--- src/sv/brl_pkg.sv ---
`default_nettype none
package brl_pkg;

   // Command codes on the request channel
   localparam int CMD_BITS = 1;
   localparam logic [CMD_BITS-1:0] CMD_START = 1'b0;
   localparam logic [CMD_BITS-1:0] CMD_STEP  = 1'b1;

   // Control register map
   localparam int CSR_INDEX_BITS = 1;
   localparam logic [CSR_INDEX_BITS-1:0] REG_SCREEN_WIDTH  = 1'b0;
   localparam logic [CSR_INDEX_BITS-1:0] REG_SCREEN_HEIGHT = 1'b1;

   // Resolution after reset
   localparam int SCREEN_WIDTH_RESET  = 640;
   localparam int SCREEN_HEIGHT_RESET = 480;

   // Depth of the queue between front and back
   localparam int QUEUE_DEPTH = 2;

   // Classification of one command, produced by the front
   typedef struct packed {
      logic is_start;
      logic in_bounds;
      logic x_negative;
      logic y_negative;
   } brl_class_type;

endpackage
`default_nettype wire

--- src/sv/brl_front.sv ---
`default_nettype none
module brl_front #(
   parameter int COORD_BITS = 11
) (
   input  wire logic                              req_valid,
   output logic                                   req_ready,
   input  wire logic [brl_pkg::CMD_BITS-1:0]      req_command,
   input  wire logic [COORD_BITS-1:0]             req_x_start,
   input  wire logic [COORD_BITS-1:0]             req_y_start,
   input  wire logic [COORD_BITS-1:0]             req_x_end,
   input  wire logic [COORD_BITS-1:0]             req_y_end,
   input  wire logic [COORD_BITS:0]               screen_width,
   input  wire logic [COORD_BITS:0]               screen_height,
   input  wire logic                              queue_full,
   output logic                                   queue_push,
   output brl_pkg::brl_class_type                 cls,
   output logic [COORD_BITS:0]                    delta_x,
   output logic [COORD_BITS:0]                    delta_y_negated
);
   import brl_pkg::*;

   logic              x_fwd;
   logic              y_fwd;
   logic [COORD_BITS:0] abs_dy;

   // Take a transaction whenever the queue has room
   assign req_ready  = !queue_full;
   assign queue_push = req_valid && !queue_full;

   // Classify the command and check both endpoints against the resolution
   assign x_fwd = req_x_start < req_x_end;
   assign y_fwd = req_y_start < req_y_end;

   always_comb begin
      cls.is_start   = (req_command == CMD_START);
      cls.in_bounds  = ({1'b0, req_x_start} < screen_width) &&
                       ({1'b0, req_x_end}   < screen_width) &&
                       ({1'b0, req_y_start} < screen_height) &&
                       ({1'b0, req_y_end}   < screen_height);
      cls.x_negative = !x_fwd;
      cls.y_negative = !y_fwd;
   end

   // Line deltas: |dx| and -|dy|
   assign delta_x = x_fwd ? ({1'b0, req_x_end} - {1'b0, req_x_start})
                          : ({1'b0, req_x_start} - {1'b0, req_x_end});
   assign abs_dy  = y_fwd ? ({1'b0, req_y_end} - {1'b0, req_y_start})
                          : ({1'b0, req_y_start} - {1'b0, req_y_end});
   assign delta_y_negated = (~abs_dy) + 1'b1;

endmodule
`default_nettype wire

--- src/sv/brl_fifo.sv ---
`default_nettype none
module brl_fifo #(
   parameter int WIDTH = 8,
   parameter int DEPTH = 2
) (
   input  wire logic             clock,
   input  wire logic             reset,
   input  wire logic             push,
   input  wire logic [WIDTH-1:0] push_data,
   output logic                  full,
   input  wire logic             pop,
   output logic                  head_valid,
   output logic [WIDTH-1:0]      head_data
);
   import brl_pkg::*;

   localparam int PW = (DEPTH > 1) ? $clog2(DEPTH) : 1;
   localparam int CW = $clog2(DEPTH + 1);

   logic [WIDTH-1:0] entry_ff [DEPTH];
   logic [PW-1:0]    wr_ptr_ff;
   logic [PW-1:0]    wr_ptr_in;
   logic [PW-1:0]    rd_ptr_ff;
   logic [PW-1:0]    rd_ptr_in;
   logic [CW-1:0]    count_ff;
   logic [CW-1:0]    count_in;

   assign full       = (count_ff == CW'(DEPTH));
   assign head_valid = (count_ff != '0);
   assign head_data  = entry_ff[rd_ptr_ff];

   // Advance pointers with wrap at the queue depth
   always_comb begin
      wr_ptr_in = wr_ptr_ff;
      rd_ptr_in = rd_ptr_ff;
      count_in  = count_ff;
      if (push) begin
         wr_ptr_in = (wr_ptr_ff == PW'(DEPTH - 1)) ? '0 : wr_ptr_ff + 1'b1;
      end
      if (pop) begin
         rd_ptr_in = (rd_ptr_ff == PW'(DEPTH - 1)) ? '0 : rd_ptr_ff + 1'b1;
      end
      if (push && !pop) begin
         count_in = count_ff + 1'b1;
      end else if (pop && !push) begin
         count_in = count_ff - 1'b1;
      end
   end

   always_ff @(posedge clock) begin
      if (reset) begin
         wr_ptr_ff <= '0;
         rd_ptr_ff <= '0;
         count_ff  <= '0;
      end else begin
         wr_ptr_ff <= wr_ptr_in;
         rd_ptr_ff <= rd_ptr_in;
         count_ff  <= count_in;
      end
   end

   // Store the pushed entry
   always_ff @(posedge clock) begin
      if (push) begin
         entry_ff[wr_ptr_ff] <= push_data;
      end
   end

endmodule
`default_nettype wire

--- src/sv/brl_back.sv ---
`default_nettype none
module brl_back #(
   parameter int COORD_BITS  = 11,
   parameter int COLOUR_BITS = 16
) (
   input  wire logic                        clock,
   input  wire logic                        reset,
   input  wire logic                        head_valid,
   output logic                             head_pop,
   input  brl_pkg::brl_class_type           head_cls,
   input  wire logic [COORD_BITS-1:0]       head_x_start,
   input  wire logic [COORD_BITS-1:0]       head_y_start,
   input  wire logic [COORD_BITS-1:0]       head_x_end,
   input  wire logic [COORD_BITS-1:0]       head_y_end,
   input  wire logic [COLOUR_BITS-1:0]      head_colour,
   input  wire logic [COORD_BITS:0]         head_delta_x,
   input  wire logic [COORD_BITS:0]         head_delta_y_negated,
   input  wire logic [COORD_BITS:0]         screen_width,
   output logic                             rsp_valid,
   input  wire logic                        rsp_ready,
   output logic [COORD_BITS-1:0]            rsp_pixel_x,
   output logic [COORD_BITS-1:0]            rsp_pixel_y,
   output logic [2*COORD_BITS-1:0]          rsp_pixel_address,
   output logic [COLOUR_BITS-1:0]           rsp_colour_out,
   output logic                             rsp_last_pixel
);
   import brl_pkg::*;

   localparam int AW = 2 * COORD_BITS;
   localparam int EW = COORD_BITS + 2;
   localparam int PW = 2 * COORD_BITS + 1;

   // Line state
   logic                   line_active_ff;
   logic [COORD_BITS-1:0]  cur_x_ff;
   logic [COORD_BITS-1:0]  cur_y_ff;
   logic [COORD_BITS-1:0]  tgt_x_ff;
   logic [COORD_BITS-1:0]  tgt_y_ff;
   logic [EW-1:0]          err_ff;
   logic [COORD_BITS:0]    dx_ff;
   logic [COORD_BITS:0]    dyn_ff;
   logic                   x_neg_ff;
   logic                   y_neg_ff;
   logic [COLOUR_BITS-1:0] colour_ff;

   // Product stage
   logic                   a_valid_ff;
   logic [COORD_BITS-1:0]  a_x_ff;
   logic [COORD_BITS-1:0]  a_y_ff;
   logic [AW-1:0]          a_prod_ff;
   logic [COLOUR_BITS-1:0] a_colour_ff;
   logic                   a_last_ff;

   // Output stage
   logic                   b_valid_ff;
   logic [COORD_BITS-1:0]  b_x_ff;
   logic [COORD_BITS-1:0]  b_y_ff;
   logic [AW-1:0]          b_addr_ff;
   logic [COLOUR_BITS-1:0] b_colour_ff;
   logic                   b_last_ff;

   logic                   b_ready;
   logic                   a_ready;
   logic                   emit;
   logic                   last;
   logic [EW:0]            e2;
   logic [EW:0]            dx_ext;
   logic [EW:0]            dyn_ext;
   logic                   move_x;
   logic                   move_y;
   logic [EW:0]            err_sum;
   logic [EW-1:0]          err_start;
   logic [PW-1:0]          prod_full;

   assign b_ready = !b_valid_ff || rsp_ready;
   assign a_ready = !a_valid_ff || b_ready;

   // Pop a start or idle step at once; hold a drawing step until the pipe has room
   assign emit     = !head_cls.is_start && line_active_ff;
   assign head_pop = head_valid && (!emit || a_ready);

   // Error walk for the next pixel
   assign last    = (cur_x_ff == tgt_x_ff) && (cur_y_ff == tgt_y_ff);
   assign e2      = {err_ff, 1'b0};
   assign dx_ext  = {2'b00, dx_ff};
   assign dyn_ext = {{2{dyn_ff[COORD_BITS]}}, dyn_ff};
   assign move_x  = $signed(e2) >= $signed(dyn_ext);
   assign move_y  = $signed(e2) <= $signed(dx_ext);
   assign err_sum = {err_ff[EW-1], err_ff} + (move_x ? dyn_ext : '0) + (move_y ? dx_ext : '0);
   assign err_start = {1'b0, head_delta_x} +
                      {head_delta_y_negated[COORD_BITS], head_delta_y_negated};

   always_ff @(posedge clock) begin
      if (reset) begin
         line_active_ff <= 1'b0;
      end else if (head_pop) begin
         if (head_cls.is_start) begin
            line_active_ff <= head_cls.in_bounds;
         end else if (line_active_ff && last) begin
            line_active_ff <= 1'b0;
         end
      end
   end

   // Load a new line or advance the current one
   always_ff @(posedge clock) begin
      if (head_pop) begin
         if (head_cls.is_start) begin
            if (head_cls.in_bounds) begin
               cur_x_ff  <= head_x_start;
               cur_y_ff  <= head_y_start;
               tgt_x_ff  <= head_x_end;
               tgt_y_ff  <= head_y_end;
               dx_ff     <= head_delta_x;
               dyn_ff    <= head_delta_y_negated;
               x_neg_ff  <= head_cls.x_negative;
               y_neg_ff  <= head_cls.y_negative;
               err_ff    <= err_start;
               colour_ff <= head_colour;
            end
         end else if (line_active_ff && !last) begin
            err_ff <= err_sum[EW-1:0];
            if (move_x) begin
               cur_x_ff <= x_neg_ff ? cur_x_ff - 1'b1 : cur_x_ff + 1'b1;
            end
            if (move_y) begin
               cur_y_ff <= y_neg_ff ? cur_y_ff - 1'b1 : cur_y_ff + 1'b1;
            end
         end
      end
   end

   // Product stage: y times width
   assign prod_full = cur_y_ff * screen_width;

   always_ff @(posedge clock) begin
      if (reset) begin
         a_valid_ff <= 1'b0;
      end else if (a_ready) begin
         a_valid_ff <= head_pop && emit;
      end
   end

   always_ff @(posedge clock) begin
      if (a_ready && head_pop && emit) begin
         a_x_ff      <= cur_x_ff;
         a_y_ff      <= cur_y_ff;
         a_prod_ff   <= prod_full[AW-1:0];
         a_colour_ff <= colour_ff;
         a_last_ff   <= last;
      end
   end

   // Output stage: add x to form the address
   always_ff @(posedge clock) begin
      if (reset) begin
         b_valid_ff <= 1'b0;
      end else if (b_ready) begin
         b_valid_ff <= a_valid_ff;
      end
   end

   always_ff @(posedge clock) begin
      if (b_ready && a_valid_ff) begin
         b_x_ff      <= a_x_ff;
         b_y_ff      <= a_y_ff;
         b_addr_ff   <= a_prod_ff + {{COORD_BITS{1'b0}}, a_x_ff};
         b_colour_ff <= a_colour_ff;
         b_last_ff   <= a_last_ff;
      end
   end

   assign rsp_valid         = b_valid_ff;
   assign rsp_pixel_x       = b_x_ff;
   assign rsp_pixel_y       = b_y_ff;
   assign rsp_pixel_address = b_addr_ff;
   assign rsp_colour_out    = b_colour_ff;
   assign rsp_last_pixel    = b_last_ff;

endmodule
`default_nettype wire

--- src/sv/bresenham_line_rasterizer.sv ---
// Bresenham line rasterizer.
// Request channel (req_*): command START loads both endpoints and the colour;
// a line whose endpoint lies outside the programmed resolution is rejected and
// any line in progress is dropped. Command STEP emits one pixel of the active
// line on the response channel (rsp_*) and advances; a STEP with no active line
// emits nothing. rsp_last_pixel marks the end point, which ends the line.
// Control registers (csr_*): screen width and height, written while idle.
// Throughput: one transaction per cycle on both channels while the receiver does
// not stall. A STEP result passes the head of the two-entry command queue and
// the y*width product register; it is then presented from the output register
// where x is added.
// Reset empties the queue and pipe, ends any line and sets the resolution to
// 640 by 480. When the receiver stalls, the output and product registers hold
// their pixels, the back end stops popping drawing steps, and req_ready drops
// once the queue fills; START and idle STEP commands still drain meanwhile.
`default_nettype none
module bresenham_line_rasterizer #(
   parameter int COORD_BITS  = 11,
   parameter int COLOUR_BITS = 16
) (
   input  wire logic                                clock,
   input  wire logic                                reset,
   input  wire logic                                req_valid,
   output logic                                     req_ready,
   input  wire logic [brl_pkg::CMD_BITS-1:0]        req_command,
   input  wire logic [COORD_BITS-1:0]               req_x_start,
   input  wire logic [COORD_BITS-1:0]               req_y_start,
   input  wire logic [COORD_BITS-1:0]               req_x_end,
   input  wire logic [COORD_BITS-1:0]               req_y_end,
   input  wire logic [COLOUR_BITS-1:0]              req_pixel_colour,
   output logic                                     rsp_valid,
   input  wire logic                                rsp_ready,
   output logic [COORD_BITS-1:0]                    rsp_pixel_x,
   output logic [COORD_BITS-1:0]                    rsp_pixel_y,
   output logic [2*COORD_BITS-1:0]                  rsp_pixel_address,
   output logic [COLOUR_BITS-1:0]                   rsp_colour_out,
   output logic                                     rsp_last_pixel,
   input  wire logic                                csr_write_enable,
   input  wire logic [brl_pkg::CSR_INDEX_BITS-1:0]  csr_index,
   input  wire logic [COORD_BITS:0]                 csr_write_data
);
   import brl_pkg::*;

   localparam int RW = COORD_BITS + 1;
   localparam int CLS_BITS = $bits(brl_class_type);
   localparam int QW = CLS_BITS + 4 * COORD_BITS + COLOUR_BITS + 2 * RW;

   logic [RW-1:0]          screen_width_ff;
   logic [RW-1:0]          screen_height_ff;

   logic                   queue_full;
   logic                   queue_push;
   logic                   queue_pop;
   logic                   head_valid;
   logic [QW-1:0]          push_data;
   logic [QW-1:0]          head_data;

   brl_class_type          front_cls;
   logic [RW-1:0]          front_dx;
   logic [RW-1:0]          front_dyn;

   brl_class_type          head_cls;
   logic [COORD_BITS-1:0]  head_x_start;
   logic [COORD_BITS-1:0]  head_y_start;
   logic [COORD_BITS-1:0]  head_x_end;
   logic [COORD_BITS-1:0]  head_y_end;
   logic [COLOUR_BITS-1:0] head_colour;
   logic [RW-1:0]          head_dx;
   logic [RW-1:0]          head_dyn;

   // Resolution registers
   always_ff @(posedge clock) begin
      if (reset) begin
         screen_width_ff  <= RW'(SCREEN_WIDTH_RESET);
         screen_height_ff <= RW'(SCREEN_HEIGHT_RESET);
      end else if (csr_write_enable) begin
         unique case (csr_index)
            REG_SCREEN_WIDTH:  screen_width_ff  <= csr_write_data;
            REG_SCREEN_HEIGHT: screen_height_ff <= csr_write_data;
            default: ;
         endcase
      end
   end

   brl_front #(
      .COORD_BITS (COORD_BITS)
   ) u_front (
      .req_valid       (req_valid),
      .req_ready       (req_ready),
      .req_command     (req_command),
      .req_x_start     (req_x_start),
      .req_y_start     (req_y_start),
      .req_x_end       (req_x_end),
      .req_y_end       (req_y_end),
      .screen_width    (screen_width_ff),
      .screen_height   (screen_height_ff),
      .queue_full      (queue_full),
      .queue_push      (queue_push),
      .cls             (front_cls),
      .delta_x         (front_dx),
      .delta_y_negated (front_dyn)
   );

   // Pack the classified command for the queue
   assign push_data = {front_cls, req_x_start, req_y_start, req_x_end, req_y_end,
                       req_pixel_colour, front_dx, front_dyn};

   brl_fifo #(
      .WIDTH (QW),
      .DEPTH (QUEUE_DEPTH)
   ) u_queue (
      .clock      (clock),
      .reset      (reset),
      .push       (queue_push),
      .push_data  (push_data),
      .full       (queue_full),
      .pop        (queue_pop),
      .head_valid (head_valid),
      .head_data  (head_data)
   );

   // Unpack the queue head
   assign {head_cls, head_x_start, head_y_start, head_x_end, head_y_end,
           head_colour, head_dx, head_dyn} = head_data;

   brl_back #(
      .COORD_BITS  (COORD_BITS),
      .COLOUR_BITS (COLOUR_BITS)
   ) u_back (
      .clock                (clock),
      .reset                (reset),
      .head_valid           (head_valid),
      .head_pop             (queue_pop),
      .head_cls             (head_cls),
      .head_x_start         (head_x_start),
      .head_y_start         (head_y_start),
      .head_x_end           (head_x_end),
      .head_y_end           (head_y_end),
      .head_colour          (head_colour),
      .head_delta_x         (head_dx),
      .head_delta_y_negated (head_dyn),
      .screen_width         (screen_width_ff),
      .rsp_valid            (rsp_valid),
      .rsp_ready            (rsp_ready),
      .rsp_pixel_x          (rsp_pixel_x),
      .rsp_pixel_y          (rsp_pixel_y),
      .rsp_pixel_address    (rsp_pixel_address),
      .rsp_colour_out       (rsp_colour_out),
      .rsp_last_pixel       (rsp_last_pixel)
   );

endmodule
`default_nettype wire

--- config.mk ---
export PLATFORM = sky130hd
export DESIGN_NAME = bresenham_line_rasterizer
export DESIGN_NICKNAME = d
export VERILOG_FILES = /design/src/sv/brl_pkg.sv /design/src/sv/brl_front.sv /design/src/sv/brl_fifo.sv /design/src/sv/brl_back.sv /design/src/sv/bresenham_line_rasterizer.sv
export SDC_FILE = /design/constraint.sdc
export NUM_CORES = 1
export LEC_CHECK = 0
export BUFFER_PORTS_ARGS = -buffer_cell sky130_fd_sc_hd__buf_2
export CORE_MARGIN = 3
export CORE_UTILIZATION = 50
export CTS_BUF_LIST = sky130_fd_sc_hd__clkbuf_4
export CTS_CLUSTER_DIAMETER = 120
export CTS_CLUSTER_SIZE = 12
export DETAILED_ROUTE_END_ITERATION = 10
export GPL_TIMING_DRIVEN = 0
export HOLD_SLACK_MARGIN = 0.15
export PLACE_DENSITY = 0.7
export SYNTH_ARGS = -nofsm -noshare
export SYNTH_HDL_FRONTEND = slang
export SYNTH_HIERARCHICAL = 1
export SYNTH_SLANG_ARGS = --single-unit
--- constraint.sdc ---
create_clock -name clock -period 5 [get_ports clock]
set_input_delay 0 -clock clock [delete_from_list [all_inputs] [get_ports clock]]
set_output_delay 0 -clock clock [all_outputs]
set_load 0.05 [all_outputs]
# After elaboration in Yosys (flattened, before gate mapping)
# Memories as Yosys holds them, arrays and structs flattened. A register that Yosys moved wholly into a read port is not among the register bits.
# Index checks and enable logic that the tools add are counted.
[totals] ff_bits=252 ram_bits=176 input_bits=79 out_inout_bits=63 memories=1
[memory_table] name="u_queue.entry_ff" words=2 width=88 rd=1 rd_ports_with_merged_regs=1 wr=1 line_no="brl_fifo.sv:20" source="logic [WIDTH-1:0] entry_ff [DEPTH];"
[classes] add_sub_neg=17 mul=1 order_cmp=8 n_eq_ne=4 n_mux=27 bitwise_logic=3 reduce_logical=41
[ops] op="$mux W11" n=10
[ops] op="$mux W13" n=4
[ops] op="$lt A11 B12 Y1" n=4
[ops] op="$sub A11 B11 Y12" n=4
[ops] op="$mux W12" n=3
[ops] op="$add A13 B13 Y13" n=2
[ops] op="$add A11 B1 Y11 const B" n=2
[ops] op="$add A22 B11 Y22" n=1
[ops] op="$eq A11 B11 Y1" n=2
[ops] op="$lt A11 B11 Y1" n=2
[ops] op="$mul A11 B12 Y22" n=1
[ops] op="$sub A11 B1 Y11 const B" n=2
[ops] op="$logic_and A1 B1 Y1" n=15
[ops] op="$ge A14 B12 Y1" n=1
[ops] op="$le A14 B13 Y1" n=1
[ops] op="$add A12 B13 Y13" n=1
[ops] op="$add A12 B1 Y12 const B" n=1
[ops] op="$not A12 Y12" n=1
[ops] op="$reduce_bool A2 Y1" n=6
[ops] op="$logic_not A1 Y1" n=10
[ops] op="$mux W1" n=8
[ops] op="$reduce_and A4 Y1" n=2
[ops] op="$reduce_and A2 Y1" n=3
[ops] op="$reduce_and A3 Y1" n=2
[ops] op="other kinds (8)" n=13

# Depth between registers and ports, before layout
# Gate-level depths: netlist of run 1.
[depth] word_depth=8 depth_mapped=22 mapped_depth_nobuf=21

# By module
# Netlist of run 1, hierarchy kept.
[modules_own_cells] mod="brl_back" instances=1 cells_each=1302 area_each_um2=15084.5
[modules_own_cells] mod="brl_fifo" instances=1 cells_each=296 area_each_um2=6633.9
[modules_own_cells] mod="brl_front" instances=1 cells_each=436 area_each_um2=3231.8
[modules_own_cells] mod="bresenham_line_rasterizer" instances=1 cells_each=95 area_each_um2=1038.5

# Worst setup path before layout of run 1
# Ideal clock, no wire load.
[synth_timing] path_kind="register -> register" startpoint="register u_back.cur_y_ff[4]" endpoint="register u_back.a_prod_ff[18] (data pin)" setup_time_ns=0.258 arrival_ns=5.059 setup_slack_ns=-0.317 path_stages_with_launch=19 n_path_buf=1 synth_period_minus_slack_ns=5.317 path_cell_list="edfxtp_1 clkbuf_1 nand2_1 fa_1 fa_1 fa_1 inv_1 fa_1 inv_1 fa_1 inv_1 ha_1 nor3_2 nor2_1 and3_1 a221o_1 a221o_1 a21oi_1 xnor2_1"
[synth_via] elab_chain_len=1
[synth_lines] element="start: declaration" line_no="brl_back.sv:36" source="logic [COORD_BITS-1:0] cur_y_ff;"
[synth_lines] element="start signal: assignment" line_no="brl_back.sv:111" source="cur_y_ff <= head_y_start;"
[synth_lines] element="start signal: assignment" line_no="brl_back.sv:127" source="cur_y_ff <= y_neg_ff ? cur_y_ff - 1'b1 : cur_y_ff + 1'b1;"
[synth_lines] element="$mul A11 B12 Y22" line_no="brl_back.sv:134" source="assign prod_full = cur_y_ff * screen_width;"
[synth_lines] element="named net u_back.prod_full[18]" line_no="brl_back.sv:73" source="logic [PW-1:0] prod_full;"
[synth_lines] element="end signal: assignment" line_no="brl_back.sv:148" source="a_prod_ff <= prod_full[AW-1:0];"
[synth_lines] element="end: declaration" line_no="brl_back.sv:50" source="logic [AW-1:0] a_prod_ff;"
# The timed path passes the listed nets, and every way through them passes these cells.
# A chain may end at the register's enable or synchronous reset.

# Worst setup path in the final report of run 1
[layout_timing] startpoint="register u_back.cur_y_ff[2]" endpoint="register u_back.a_prod_ff[18] (data pin)"
# The elaborated chain is that of the path after synthesis.

==> flow_summary.yaml, run 1 <==
hold_path:
  min_path_type: "input port to flop"
  min_from: "csr_index"
finish:
  layout.cells.non_filler: 3234
  multi_input_area_um2: 12400
  design_area_um2: 30800
  layout.cells.most_common: "edfxtp_1"
  area_growth_pct: 18.6
  layout.nets: 2943
  drive_above_1_share_pct: 19.8
  final_cell_mix: "397 x edfxtp_1, 265 x inv_1, 207 x ha_1"
  fin_util_pct: 60.7
  seqCellArea_um2: 12600
  n_fill_cell: 4002
critical_path:
  crit_path_end: "u_back/a_prod_ff[18]"
  r2r-start: "u_back/cur_y_ff[2]"
  crit_path_end_kind: "flop"
  crit_start: "u_back/cur_y_ff[2]"
  worstPathArrival_ns: 5.79
  cp.required_ns: 5.55
  start_kind: "flop"
  r2r_cells: 18
  reg2reg_setup_slack_ns: -0.23
  worst-setup-path-type: "flop to flop"
  timing.critical_path.fanout_max: 6
  timing.rr.end: "u_back/a_prod_ff[18]"
die:
  core_um2: 50800
  dieWidth_um: 234
  fp.dieArea_um2: 54700
  rows: 82
  num_io_pins: 142
  die_h_um: 234
  start_util_pct: 51.2
timing:
  worst_slew_pin_slew_ns: 1.20
  rsz0062_at_grt: "yes"
  finalSetupViolCount: 8
  relSlewSlack_pct: 19.5
  period_minus_slack_ns: 5.23
  max_freq_ghz: 0.191
  hold_viol_final: 0
  maxSlewViolCount: 0
  period_share_pct: 105
  fin_ws_ns: -0.234
  tns_ns: -1.02
  skew_ns: 0.107
  whs_ns: 0.231
yosys:
  synth_cell_types: 83
  synth_edf_count: 397
  async_flop_share_pct: 0
  ys_warn_count: 6
  synth_seq_cells: 429
  syn_nets: 2537
  syn_area_per_cell_um2: 12.2
  synthCells: 2129
  ys.flop_type: "edfxtp_1"
  yosysSeqAreaShare_pct: 48.3
  syn_area_um2: 26000
placement:
  gp_congestion: 0.902
  post-place-ws_ns: -0.920
  io_buffers: 141
  dpl.hpwl_mm: 45.5
  dpl.cell_count: 2949
  dpl_cell_area_um2: 27800
clock_network:
  h-tree-depth: 2
  clk_pin_slew_ns: 0.13
  root_buffer: "clkbuf_4"
  clkLatencyLatePin_ns: 0.84
  cts_buffers: 41
  clock-sinks: 429
  tritoncts: "yes"
  clk_path_buf_depth: 3
detailed_routing:
  vias: 17700
  ant_nets: 0
  drtPass1Iterations: 5
  initialDrtViolationCount: 1386
  routed_wl_mm: 63.1
  drc: 0
  via_per_inst: 5.48
  wl_per_cell_um: 19.5
outcome:
  failed_checks: "negative setup slack"
  status: "finished, violations left"
run:
  maxCapViolCount: 0
global_route:
  grt_first_pass_wirelength_mm: 98.0
  grt_usage_pct: 23.2
  overflow: 0
  antenna_found_initial: 9
  grt_pass1_vias: 18100
  grt_max_degree: 65
power_and_ir_drop:
  ir_drop_mv: 0.342
  p_per_area_nw_per_um2: 451
  total_power_mw: 13.9
  power_leakage_nw: 13.0
-- worst min-delay path by stage --
stage	depth (start not counted)	endpoint	slack (ns)
finish	5	screen_height_ff[7]	0.23
global route	5	screen_height_ff[4]	0.24
CTS	5	screen_height_ff[7]	0.18
detailed placement	1	u_queue/entry_ff[0][29]	0.19
global placement	1	u_queue/entry_ff[1][36]	0.19
floorplan	1	u_back/a_valid_ff	0.07
-- synth_stat cells (3+ instances only) --
cell | instances | area share, %
ha_1 | 220 | 11
edfxtp_1 | 397 | 46
nor3b_1 | 3 | 0.087
a2111oi_0 | 3 | 0.10
and3_1 | 14 | 0.34
and2_1 | 75 | 1.8
clkbuf_1 | 40 | 0.58
nor2_1 | 63 | 0.91
nor4_1 | 9 | 0.22
a31oi_1 | 12 | 0.29
or2_2 | 3 | 0.072
o31ai_1 | 6 | 0.17
a211o_1 | 9 | 0.30
dfxtp_1 | 32 | 2.5
xnor2_1 | 71 | 2.4
a221o_1 | 3 | 0.12
a21oi_1 | 85 | 1.6
xor2_1 | 55 | 1.9
o21a_1 | 15 | 0.43
buf_2 | 10 | 0.19
nor2b_1 | 32 | 0.77
fa_1 | 109 | 8.4
o21bai_1 | 5 | 0.14
nand4bb_1 | 3 | 0.13
inv_1 | 281 | 4.1
o21ai_0 | 80 | 1.5
a21o_1 | 36 | 1.0
nand2b_1 | 47 | 1.1
mux2_2 | 80 | 3.5
a211oi_1 | 9 | 0.26
or3_1 | 4 | 0.096
mux2_4 | 20 | 1.2
nor3_1 | 11 | 0.21
a21boi_0 | 3 | 0.087
and4_1 | 3 | 0.10
nand3_1 | 18 | 0.35
a221oi_1 | 6 | 0.20
buf_6 | 8 | 0.35
nand3b_1 | 4 | 0.12
o31a_1 | 4 | 0.13
o211ai_1 | 9 | 0.26
nand2_1 | 138 | 2.0
nand4_1 | 11 | 0.26
mux2i_1 | 34 | 1.3
-- cell families after synthesis --
group           count (synthesis)  synth area share, %
simple gates                  455                 9.31
flops                         429                 48.3
buf+inv                       342                 5.30
fa+ha+maj                     329                 19.0
compound gates                312                 7.74
mux                           134                 5.93
xor+xnor                      128                 4.40
-- what timing repair did --
item | 4_1_cts | 5_1_grt
setup buffers | 30 | 14
endpoints found under the setup margin | 12 | 16
hold buffers | 173 | 0
endpoints found under the hold margin | 302 | 0
pin swaps | 36 | 42
gates resized for setup | 84 | 46
-- power by group --
group	switching [mW]	internal, mW
clock network	1.15	0.590
registers	0.270	4.79
logic	3.92	3.19
-- flip-flops by register name (all words and copies together) (netlist names), 12 cells and up, named ones only --
register                  count
screen_width_ff              12
u_back/err_ff                13
u_back/rsp_pixel_address     22
u_back/dyn_ff                12
u_back/a_colour_ff           16
u_back/dx_ff                 12
u_back/a_prod_ff             22
screen_height_ff             12
u_back/rsp_colour_out        16
u_back/colour_ff             16
u_queue/entry_ff            176
-- layer usage --
layer | vias up | wire length [um] | GRT usage, %
li1 | 8232 | - | -
met1 | 8713 | 27300 | 31.6
met3 | 141 | 4850 | 4.71
met2 | 641 | 28900 | 37.6
met5 | - | 54 | 0
met4 | 8 | 1980 | 7.13
-- layout make-up --
class / instances / area share (%)
repair buffers: 364 / 9.59
flip-flops and latches: 429 / 40.8
diodes: 7 / 0.0568
clock buffers: 59 / 1.44
multi-input cells: 1358 / 40.3
inverters: 282 / 3.44
plain buffers: 59 / 1.43
clock inverters: 4 / 0.166
well taps: 672 / 2.73
-- worst max-delay path: stages (launching register included) --
cell and delay (ns):
edfxtp_1 0.53, buf_8 0.20, nand2_4 0.06, fa_1 0.44, fa_2 0.56, inv_2 0.04, ha_4 0.21, fa_1 0.54
inv_2 0.04, fa_1 0.51, inv_2 0.05, ha_4 0.25, a21oi_4 0.16, nor3b_4 0.22, o21ai_2 0.11, a221o_1 0.43
a221o_1 0.38, a21oi_2 0.17, xnor2_1 0.07
Power figures use the tool's default switching activity.
==> run 2, diff against run 1 <==
Settings changed: CORE_UTILIZATION 50 to 27, PLACE_DENSITY 0.7 to 0.43.
==> flow_summary.yaml, run 2 (synthesis gave the netlist of run 1 again) <==
critical_path:
  crit_path_end_kind: "flop"
  worst-setup-path-type: "flop to flop"
  timing.critical_path.fanout_max: 5
  worstPathArrival_ns: 5.76
  cp.required_ns: 5.57
  start_kind: "flop"
global_route:
  top_usage_layer: "met2"
  globalRouteMet3Util_pct: 1.86
  antenna_found_initial: 4
  grt_first_pass_wirelength_mm: 109
  grtUsageMet1_pct: 19.8
  met2_usage_pct: 23.8
  grt_pass1_vias: 18100
  overflow: 0
  grt_max_degree: 59
  grt_usage_pct: 14.2
finish:
  fin_util_pct: 33.3
  area_growth_pct: 21.8
  final_cell_mix: "397 x edfxtp_1, 266 x inv_1, 208 x ha_1"
  layout.cells.most_common: "edfxtp_1"
  drive_above_1_share_pct: 19.6
  n_fill_cell: 9522
  layout.nets: 2944
  regMostFlops: "u_queue/entry_ff"
  largest_register_ffs: 176
timing:
  rsz0062_at_grt: "yes"
  relSlewSlack_pct: 5.90
  period_minus_slack_ns: 5.19
  period_share_pct: 104
  fin_ws_ns: -0.190
  finalSetupViolCount: 7
  worst_slew_pin_slew_ns: 1.40
  skew_ns: 0.118
  max_freq_ghz: 0.193
  hold_viol_final: 0
  maxSlewViolCount: 0
run:
  maxCapViolCount: 0
detailed_routing:
  wl_per_cell_um: 18.5
  vias: 17100
  ant_nets: 0
  via_per_inst: 4.48
  initialDrtViolationCount: 970
  drtPass1Iterations: 6
  routed_wl_mm: 71.0
  drc: 0
die:
  die_h_um: 316
  core_um2: 95200
  fp.dieArea_um2: 100000
  start_util_pct: 27.3
  num_io_pins: 142
  rows: 113
  dieWidth_um: 316
power_and_ir_drop:
  power_frac_clock_pct: 12.8
  p_switching_mw: 5.37
  combPwrFrac_pct: 50.9
  seqPwrFrac_pct: 36.3
  total_power_mw: 13.9
  p_int_mw: 8.56
  power_leakage_nw: 13.0
  ir_drop_mv: 0.274
  p_per_area_nw_per_um2: 440
  p_sw_share_pct: 38.6
placement:
  gp_congestion: 0.840
  dpl.hpwl_mm: 53.2
  io_buffers: 141
outcome:
  failed_checks: "negative setup slack"
  status: "finished, violations left"
clock_network:
  tritoncts: "yes"
  clk_pin_slew_ns: 0.13
  h-tree-depth: 2
  clk_path_buf_depth: 3
  cts_buffers: 42
  clock-sinks: 429
  clkLatencyLatePin_ns: 0.88
  root_buffer: "clkbuf_4"
hold_path:
  min_path_type: "input port to flop"
[run 2: repair_timing]
| item | CTS | global route |
|---|---|---|
| gates cloned | 1 | 0 |
| resized for setup | 85 | 41 |
| endpoints found under the setup margin | 14 | 14 |
| hold buffers | 169 | 0 |
| setup buffers | 36 | 10 |
| hold endpoints to repair | 341 | 0 |
| pin swaps | 56 | 27 |
[run 2: layer usage]
layer	wire length (um)	vias to the layer above
li1	-	8245
met1	34100	8513
met2	32800	315
met3	2830	73
met4	1260	0
met5	0	-
[run 2: area by class of cell]
| class | instances | area, um^2 | share of cell area (%) |
|---|---|---|---|
| Multi-Input combinational cell | 1358 | 12400 | 39.2 |
| Clock buffer | 61 | 458 | 1.45 |
| Timing Repair Buffer | 365 | 3020 | 9.54 |
| Clock inverter | 5 | 45.0 | 0.142 |
| Buffer | 58 | 470 | 1.49 |
| Tap cell | 1265 | 1580 | 5.00 |
| Inverter | 282 | 1060 | 3.36 |
| Antenna cell | 5 | 12.5 | 0.0395 |
| Sequential cell | 429 | 12600 | 39.8 |
[run 2: worst max-delay path, stage by stage (launching register included)]
cell	delay, ns
edfxtp_1	0.53
buf_8	0.19
buf_4	0.14
nand2_2	0.07
fa_2	0.44
inv_2	0.08
ha_4	0.13
inv_2	0.04
fa_1	0.53
inv_1	0.05
fa_1	0.48
inv_2	0.04
fa_1	0.49
inv_2	0.05
ha_4	0.22
a21oi_4	0.15
nor3b_4	0.24
o21ai_2	0.11
a221o_1	0.41
a221o_1	0.38
a21oi_2	0.16
xnor2_1	0.07
[run 2: path summary, 6_finish.rpt]
kind              cells after the start               start  slack [ns]                    end
hold reg to reg                       0    u_back/a_y_ff[8]        0.43  u_back/rsp_pixel_y[8]
hold / removal                        5    csr_write_enable        0.27    screen_height_ff[7]
setup reg to reg                     21  u_back/cur_y_ff[2]       -0.19   u_back/a_prod_ff[18]
setup / recovery                     21  u_back/cur_y_ff[2]       -0.19   u_back/a_prod_ff[18]
[run 2: power groups by stage]
stage	clock network [mW]	logic, mW	registers (mW)
after floorplan	0	4.70	5.09
after global placement	0	6.20	5.23
after detailed placement	0	6.31	5.18
after CTS	1.93	6.93	5.07
after global routing	2.04	8.02	5.11
final	1.78	7.09	5.06
[run 2: metrics by stage]
step | cells | hold WS (ns) | cell area, um^2 | setup TNS (ns) | setup slack [ns]
after floorplan | 2129 | 0.0691 | 26100 | -0.0202 | -0.0202
after CTS | 3815 | 0.168 | 31400 | -0.925 | -0.213
after detailed placement | 3544 | 0.193 | 28600 | -7.26 | -0.981
final | 3828 | 0.268 | 31600 | -0.877 | -0.190
after global routing | 3824 | 0.204 | 31600 | -2.47 | -0.429
after global placement | 3535 | 0.193 | 28400 | -70.50 | -0.973
